<file path="src/lge_row_bank.sv">
// one cell bank, one grid row per word, registered read
// depends on lge_pkg only through the parameters handed down
module lge_row_bank #(
  parameter int ROWS = 64,
  parameter int COLS = 64
) (
  input  logic                    clk,
  input  logic                    we,
  input  logic [$clog2(ROWS)-1:0] waddr,
  input  logic [COLS-1:0]         wdata,
  input  logic [$clog2(ROWS)-1:0] raddr,
  output logic [COLS-1:0]         rdata
);

  logic [COLS-1:0] mem [ROWS];

  always_ff @(posedge clk) begin
    if (we) begin
      mem[waddr] <= wdata;
    end
    rdata <= mem[raddr];
  end

endmodule

</file>
<file path="config.mk">
export PLATFORM = sky130hd
export DESIGN_NAME = lge_row_bank
export DESIGN_NICKNAME = d
export VERILOG_FILES = /design/src/lge_row_bank.sv
export SDC_FILE = /design/constraint.sdc
export NUM_CORES = 2
export LEC_CHECK = 0
export ABC_AREA = 0
export BUFFER_PORTS_ARGS = -buffer_cell sky130_fd_sc_hd__buf_2
export CORE_UTILIZATION = 29
export DETAILED_ROUTE_END_ITERATION = 10
export GPL_TIMING_DRIVEN = 0
export PLACE_DENSITY = 0.52
export SETUP_SLACK_MARGIN = 0.15
export SLEW_MARGIN = 5
export SYNTH_ARGS = -nofsm -noshare
export SYNTH_HDL_FRONTEND = slang
export SYNTH_SLANG_ARGS = --single-unit
</file>
<file path="constraint.sdc">
create_clock -name clk -period 9.2 [get_ports clk]
set_input_delay 1.38 -clock clk [delete_from_list [all_inputs] [get_ports clk]]
set_output_delay 1.38 -clock clk [all_outputs]
set_load 0.1 [all_outputs]
</file>
---- After elaboration in Yosys (flattened, before gate mapping) ----
Memory sizes are Yosys's and may differ from the RTL's. A register that Yosys moved wholly into a read port is not among the register bits.
Cells that the tools add are included.
storage, ports and cells
  output and inout port bits .............. 64
  bits in writable memories ............... 4096
  bits of input ports ..................... 78
  memories ................................ 1
  register bits after elaboration ......... 0
cells by class
  multiplexer cells ....................... 2
memory list
  memory  words  bits a word  read ports  clocked after memory_dff  write ports  line  text
  mem     64     64           1           1                         1            15    logic [COLS-1:0] mem [ROWS];
operators by type and width
  kind              number
  2-to-1 mux 1 bit  2

---- Longest topological paths before layout ----
  word-level depth ........................ 2
  gate-level depth with buffers ........... 9

---- Worst setup path after synthesis ----
OpenSTA, ideal clock, no wires.
  path type ............................... input port to flip-flop
  start point ............................. input waddr[3]
  end point ............................... memory mem[48][0] (enable)
  library setup time ...................... 0.564 ns
  arrival ................................. 6.252 ns
  setup slack ............................. 2.384 ns
  data required time ...................... 8.636 ns
  stages on the path ...................... 4
  cell sequence ........................... clkbuf_1 -> nor2b_1 -> nand4b_1 -> nor3_1
RTL lines
  element             line  text
  start: declaration  9     input logic [$clog2(ROWS)-1:0] waddr,
  end: declaration    15
Straight into the memory's write port.

==> impl_results.md <==
- Type of origin of the critical path: primary input
- Synth top area cells: edfxtp_1 79%, mux4_2 15%, mux2i_1 0.86%
- Worst path arrival time: 5920 ps
- Clock Skews: 44.79 ps
- DRC violations left: 15
- Met3 usage: 2.687%
- DRT antenna net count: 0
- Met1 Usage GRT: 21.96%
- Vias: 75,049
- Minimum clock period after layout: 5159 ps
- CTS Root Cell: clkbuf_16
- Initial antenna violation count: 73
- Aggregate routed wire length: 460,000 microns
- Sequential area share after synthesis: 79.49%
- Slew @ Worst Pin: 1495 ps
- # Max-Cap Violations: 1
- Average cell area after synthesis: 23.70 sq um
- Initial Util: 29.12%
- Total Routing Usage GR: 16.58%
- Yosys warning count: 0
- Peak supply drop: 0.1451 mV
- Syn Nets: 6,676
- Post-cts gate resize count: 0
- Die footprint: 542,100 sq um
- # Post-CTS Setup Buffers: 0
- Drt first pass iters: 9
- Via density: 5.021
- CTS tree: yes
- Lkg Pwr: 56.59 nW
- Die Y: 736.3 microns
- WS Path Type: in2reg
- Number of H-tree levels: 5
- Yosys cell types: 33
- Met2 GRT Util: 27.82%
- TritonCTS buffer count: 418
- Hold-fix buffers at CTS: 0
- Utilization after layout: 34.39%
- CP Max Fanout: 10
- Leading area contributor after synthesis: edfxtp_1
- Worst slew margin: -0.2997%
- Cell count after synthesis: 6,598
- DR WL/cell: 30.77 microns
- Worst min path class: in2reg
- Final hold viol count: 0
- CORE AREA: 536,800 sq um
- Area share of the leading cell type in the synthesized netlist: 78.67%
- Max-slew violations: 1
- #FFs+latches synth: 4,160
- First-pass GRT wire length: 630,600 microns
- Power Dens Cells: 216.9 nW/um^2
- Synthesized area: 156,300 sq um
- Failing checks: design-rule violations, max-capacitance violations, max-slew violations
- Drt initial violations: 9,219
- Share of cells above drive strength 1: 29.60%
- TNS Setup: 0 ps
- Clock Pin Slew Worst Setup and Hold Paths: 60 ps
- Fmax: 193.8 MHz
- RSZ-0062 raised after global routing: false
- Cell Rows: 269
- Setup Viol. Count Final: 0
- FILL cells: 49,398
- Layout area overhead: 18.08%
- CTS sink cnt: 4,160
- Die width: 736.3 microns
- Placer Congestion: 0.8038
- Largest net degree at the start of global routing: 65
- Io pins: 142
- Status: complete, but fails checks
- CP required: 9970 ps
- GR peak layer: met2
- Clk Latency, worst-skew pair: 990 ps
- GRT Residual Overflow: 0
- Crit path capture type: flop
- CTS Buffer Depth: 4
- Tcrit/Tclk final: 56.07%
- Layout net count: 7,463
- DP HPWL: 313,700 microns
- Vias in the first global route: 77,146
- I/O Buffers: 133
cell usage in the layout, fill, tap and decap left out, types with 38 or more instances in the layout:
master	synthesis	final
nand2_1	58	58
nor2_4	0	62
buf_16	0	46
nor2_1	112	49
a22oi_1	168	168
mux2i_1	135	135
buf_4	34	73
o221ai_1	38	38
o22ai_1	83	83
edfxtp_1	4096	4096
buf_12	0	167
nand3_1	45	45
clkbuf_16	0	420
dfxtp_1	64	64
clkinv_1	0	102
mux4_2	1024	1024
a22o_1	88	88
clkbuf_1	140	214
and3_1	64	64
buf_2	170	275
clkinv_2	0	71
a211oi_1	63	61
cells by family (layout without fill, tap and decap cells):
family,Yosys count,after routing,synth area share (%)
buf+inv,389,1521,1.180
other cells,0,37,0
simple gates,386,386,1.240
mux,1159,1159,15.61
compound gates,504,504,2.477
flops,4160,4160,79.49
worst max-delay path: stages:
cell      delay [ps]
buf_2            350
buf_4            390
buf_2            500
buf_2            650
buf_4            380
mux2i_1          120
o22ai_1          630
a31oi_1          350
a211oi_1        1120
worst paths after layout:
kind | start | endpoint | slack, ps | cells after the start
hold reg to reg | mem[63][46]$_DFFE_PP_ | rdata[46]$_DFF_P_ | 900 | 4
setup reg to reg | mem[57][38]$_DFFE_PP_ | rdata[38]$_DFF_P_ | 6070 | 5
hold / removal | wdata[22] | mem[51][22]$_DFFE_PP_ | 820 | 1
setup / recovery | raddr[2] | rdata[7]$_DFF_P_ | 4040 | 9
state kept, by name (all words and copies together), names as in the netlist:
name / flops
mem: 4096
rdata: 64
Yosys cell counts (all sizes together):
library cell	number
buf	230
dfxtp	64
a211oi	63
nand2	58
a31oi	18
o22ai	83
o221ai	38
nand4b	1
nand3b	2
a31o	1
and3	64
or3b	1
mux4	1024
a2bb2oi	19
a41oi	26
nor3	2
edfxtp	4096
a22oi	168
inv	19
nand2b	11
clkbuf	140
or3	29
nand3	45
or2	28
nand4	2
mux2i	135
a22o	88
nor2b	28
nor2	112
and2	3
routing by layer:
metal / routed length [microns] / vias to the layer above / part of all wire, %
met5: 156 / - / 0.034
met4: 16230 / 26 / 3.5
met3: 32230 / 652 / 7.0
met2: 226600 / 2933 / 49
met1: 184800 / 41246 / 40
li1: - / 30192 / -
area by class of cell:
type / instances / area [sq um] / share of cell area, %
well taps: 7181 / 8985 / 4.867
repair buffers: 367 / 5558 / 3.010
diodes: 37 / 92.59 / 0.05015
inverters: 19 / 71.32 / 0.03863
clock buffers: 506 / 10890 / 5.900
flip-flops and latches: 4160 / 124300 / 67.32
plain buffers: 370 / 1783 / 0.9657
multi-input cells: 2049 / 30720 / 16.64
clock inverters: 259 / 2240 / 1.213
per-stage QoR:
| step | worst slack (ps) | hold WS, ps | power (W) | instances | area, sq um |
|---|---|---|---|---|---|
| global placement | -5122 | 919.6 | 0.02380 | 13912 | 166000 |
| global route | 4169 | 791.8 | 0.04108 | 14920 | 184500 |
| CTS | 4140 | 754.8 | 0.04038 | 14907 | 184400 |
| detailed placement | 3051 | 903.6 | 0.02387 | 14142 | 171300 |
| floorplan | 2384 | 787.8 | 0.02271 | 6598 | 156300 |
| finish | 4041 | 818.3 | 0.04005 | 14948 | 184600 |
report_power, final:
part | internal [W] | total (W) | switching (W)
registers | 0.0210 | 0.0210 | 0.0000422
logic | 0.000689 | 0.00241 | 0.00172
clock network | 0.00928 | 0.0166 | 0.00733
total | 0.0310 | 0.0400 | 0.00909
Power figures use the tool's default switching activity.
