--- config.mk ---
export PLATFORM = sky130hd
export DESIGN_NAME = lge_cell_rule
export DESIGN_NICKNAME = d
export VERILOG_FILES = /design/src/lge_pkg.sv /design/src/lge_cell_rule.sv
export SDC_FILE = /design/constraint.sdc
export NUM_CORES = 1
export LEC_CHECK = 0
export ABC_CLOCK_PERIOD_IN_PS = 5700
export BUFFER_PORTS_ARGS = -buffer_cell sky130_fd_sc_hd__clkbuf_2
export CAP_MARGIN = 10
export CELL_PAD_IN_SITES_DETAIL_PLACEMENT = 0
export CELL_PAD_IN_SITES_GLOBAL_PLACEMENT = 1
export CORE_AREA = 10 10 47 49
export DETAILED_ROUTE_END_ITERATION = 8
export DIE_AREA = 0 0 57 59
export PLACE_DENSITY_LB_ADDON = 0.12
export SLEW_MARGIN = 20
export SYNTH_ARGS = -nofsm -noshare
export SYNTH_HDL_FRONTEND = slang
export SYNTH_SLANG_ARGS = --single-unit
--- constraint.sdc ---
create_clock -name vclk -period 5.7
set_input_delay 0.855 -clock vclk [all_inputs]
set_output_delay 0.855 -clock vclk [all_outputs]
set_load 0.1 [all_outputs]
--- src/lge_pkg.sv ---
// shared types and constants for the life generation engine
// no dependencies
package lge_pkg;

  localparam int DEF_MAX_ROWS = 64;
  localparam int DEF_MAX_COLS = 64;

  localparam int CFG_W     = 7;
  localparam int POP_W     = 13;
  localparam int FIELD_W   = 6;
  localparam int IN_DATA_W = 16;
  localparam int OUT_DATA_W = 16;
  localparam int NB_W      = 4;

  typedef logic [1:0] func_t;
  localparam func_t FUNC_LOAD = 2'd0;
  localparam func_t FUNC_STEP = 2'd1;
  localparam func_t FUNC_READ = 2'd2;

  typedef logic [0:0] cfg_idx_t;
  localparam cfg_idx_t CFG_ROWS = 1'd0;
  localparam cfg_idx_t CFG_COLS = 1'd1;

  localparam logic [CFG_W-1:0] CFG_RESET = 7'd64;
  localparam logic [POP_W-1:0] POP_MAX   = '1;

  localparam logic [NB_W-1:0] SURVIVE_LOW  = 4'd2;
  localparam logic [NB_W-1:0] SURVIVE_HIGH = 4'd3;
  localparam logic [NB_W-1:0] BIRTH_COUNT  = 4'd3;

  // status of one cell from the rule unit
  typedef struct packed {
    logic alive;
    logic next_alive;
  } rule_out_t;

endpackage

--- src/lge_cell_rule.sv ---
// shared B3/S23 rule unit: neighbor count and next state of one cell
// depends on lge_pkg
module lge_cell_rule (
  input  logic [2:0]         up_bits,
  input  logic [2:0]         mid_bits,
  input  logic [2:0]         dn_bits,
  output lge_pkg::rule_out_t res
);
  import lge_pkg::*;

  logic [NB_W-1:0] count;

  always_comb begin
    count = NB_W'(up_bits[0]) + NB_W'(up_bits[1]) + NB_W'(up_bits[2])
          + NB_W'(mid_bits[0]) + NB_W'(mid_bits[2])
          + NB_W'(dn_bits[0]) + NB_W'(dn_bits[1]) + NB_W'(dn_bits[2]);
    res.alive = mid_bits[1];
    if (mid_bits[1]) begin
      res.next_alive = (count >= SURVIVE_LOW) && (count <= SURVIVE_HIGH);
    end else begin
      res.next_alive = (count == BIRTH_COUNT);
    end
  end

endmodule

* After elaboration in Yosys (flattened, before gate mapping)
Cells that the tools add are included.
** Word-level totals
- Bits in registers :: 0
- Input port bits :: 9
- Output and inout bits :: 2
** Operators by class
- Add/sub/neg operators :: 7
- $lt $le $gt $ge :: 2
- Equal/unequal tests :: 1
- Multiplexer cells :: 1
- Reduce and logical (&&, ||, !) cells :: 1
** Operators with widths (number)
- adder 4 x 1 -> 4 bit :: 4
- adder 3 x 1 -> 4 bit :: 1
- == test 4 x 2 -> 1 bit, second input constant :: 1
- greater-or-equal comparator 4 x 2 -> 1 bit, second input constant :: 1
- <= comparator 4 x 2 -> 1 bit, second input constant :: 1
- adder 2 x 1 -> 3 bit :: 1
- adder 1 x 1 -> 2 bit :: 1
- logical AND 1 bit :: 1
- 2-to-1 mux 1 bit :: 1

* Logic depth before layout (Yosys ltp)
- Depth after elaboration :: 10
- Gate-level depth with buffers :: 11
- Mapped depth without buffers :: 11

* Worst setup path before layout
No wires, ideal clock.
- Kind :: input -> output
- From :: input port up_bits[0]
- To :: output port res[0] (netlist bit)
- Data arrival time :: 4.256 ns
- Data required time :: 4.845 ns
- Slack :: 0.589 ns
- Cell stages on the path :: 9
- Cell sequence :: inv_1 -> fa_1 -> fa_1 -> fa_1 -> inv_1 -> ha_1 -> inv_1 -> fa_1 -> nor3_2
** RTL lines
- start: declaration :: line lge_cell_rule.sv:4 : input logic [2:0] up_bits,
- end: declaration :: line lge_cell_rule.sv:7 : output lge_pkg::rule_out_t res

==> run metrics <==
Avg Synthesized Cell Area 7.693 sq um; VDD IR max 0.06482 mV; Final nets 55; core area 1401 sq um; Critical Path Start Type primary input; sw frac 0.6907; sum of negative setup slack 0 ns; Layout area overhead 32.53%; Fmax 212.6 MHz; total track usage 0.02856; synthesized area 207.7 sq um; antenna cells 0; RSZ-0062 raised after global routing false; clk_buf instances 0; first-pass GRT wire length 883 microns; Yosys cell types 9; Final Critical Period 4.703 ns; DRT Pass-1 Iters 3; Slew Limit Fails 0; Post-DP Area 275.3 sq um; post-CTS resize count 0; worst slew pin tran 0.5455 ns; vias per inst 3.434; IO Port Bufs 11; leakage 0.1764 nW; # rows 14; routed vias 182; WP data arrival 3.85 ns; detailed placement HPWL 429.1 microns; largest net degree at the start of global routing 3; Initial Utilization 0.1482; critical path peak fanout 2; Seq cells 0; initial DRC count 2; # setup viols final 0; RePlAce Congestion 0.6295; clock share of power 0; Sequential Power Share 0; sequential area share after synthesis 0; GRT Residual Overflow 0; FF/Latch Area 0 sq um; DRC violations left 0; Cells after Synth 27; max_slew headroom 0.6379; switching pwr 0.00004431 W; Avg WL per Cell 8.113 microns; outcome completed; Worst Hold Class primary input to output port; die area 3363 sq um; initial antenna violation count 0; CP max-delay cell fa_1; die width 57 microns; Post-CTS Setup Bufs 0; Antenna Nets Post-Route 0; WL final 430 microns; Final Total Pwr 0.00006414 W; final period utilization 0.8251; Gate power share 1.000; CP Capture Type output port; share of layout cells above drive strength 1 0.3243; Setup CP Type primary input to output port; CTS Hold Bufs 0; Die Y 59 microns; CP Cell Sequence clkbuf_2 > inv_1 > fa_1 > fa_1 > fa_1 > inv_1 > ha_1 > inv_1 > fa_1 > nor2_1 > a31oi_1 > nor3_2 > clkbuf_2; Mapped Nets 43; Final Hold Violating Endpoints 0; IO Pins 11; MaxCap Viol Count 0; Power Dens Cells 233.0 nW/um^2; Worst EP required 4.85 ns; worst stage delay on the critical path 0.55 ns; commonest non-fill, non-tap cell in the layout inv_1; post-route cell area 275.3 sq um; most frequent cells in the layout 13 x inv_1, 11 x clkbuf_2, 4 x fa_1; vias in the first global route 219; Internal 0.00001984 W; most frequent CP cell fa_1; synthesis warning total 0
[power groups by stage]
stage | Sequential [W] | Clock, W | Combinational (W)
2_1_floorplan | 0 | 0 | 0.0000536
3_5_place_dp | 0 | 0 | 0.0000655
6_report | 0 | 0 | 0.0000641
4_1_cts | 0 | 0 | 0.0000659
3_3_place_gp | 0 | 0 | 0.0000638
5_1_grt | 0 | 0 | 0.0000727
[synth_stat cells (all sizes together)]
| master | count | area, sq um |
|---|---|---|
| a31oi | 1 | 6.260 |
| buf | 1 | 7.510 |
| fa | 4 | 80.08 |
| ha | 3 | 37.54 |
| inv | 13 | 48.80 |
| nand2 | 1 | 3.750 |
| nor2 | 2 | 7.510 |
| nor2b | 1 | 6.260 |
| nor3 | 1 | 10.01 |
[layout make-up]
type	count	area [sq um]
Multi-Input combinational cell	13	151.4
Tap cell	16	20.02
Fill cell	168	1126
Timing Repair Buffer	11	55.05
Inverter	13	48.80
[metrics by stage]
step | instances | util | setup WS [ns] | hold slack (ns)
3_5_place_dp | 53 | 0.1964 | 0.9750 | 2.167
4_1_cts | 53 | 0.1964 | 0.9686 | 2.167
2_1_floorplan | 27 | - | 0.5894 | 1.922
6_report | 53 | 0.1964 | 0.9970 | 2.164
5_1_grt | 53 | 0.1964 | 0.8294 | 2.179
3_3_place_gp | 53 | 0.1964 | 1.030 | 2.163
[routing by layer]
layer	track usage	wire [microns]	vias to the layer above
li1	-	-	93
met1	0.03337	156	84
met2	0.05426	237	5
met3	0.006438	37	0
met4	0	0	0
met5	0	0	-
[logic make-up (layout without fill, tap and decap cells)]
family,count (synthesis),after routing,share of synthesized area
adder cells (fa/ha/maj),7,7,0.5663
AND/OR/NAND/NOR,5,5,0.1325
buffers and inverters,14,24,0.2711
AO/OA/AOI/OAI,1,1,0.03014
[worst max-delay path: cells and delay by family]
kind,cells,cell delay [ns]
adder cells (fa/ha/maj),5,1.95
AO/OA/AOI/OAI,1,0.10
AND/OR/NAND/NOR,2,0.21
buffers and inverters,5,0.73
[path summary, 6_finish.rpt]
path	cells after the start	to	startpoint	slack [ns]
setup / recovery	13	res[0]	up_bits[0]	1.0
hold / removal	2	res[1]	mid_bits[1]	2.16
No activity file was read; power rests on OpenSTA's default activity.
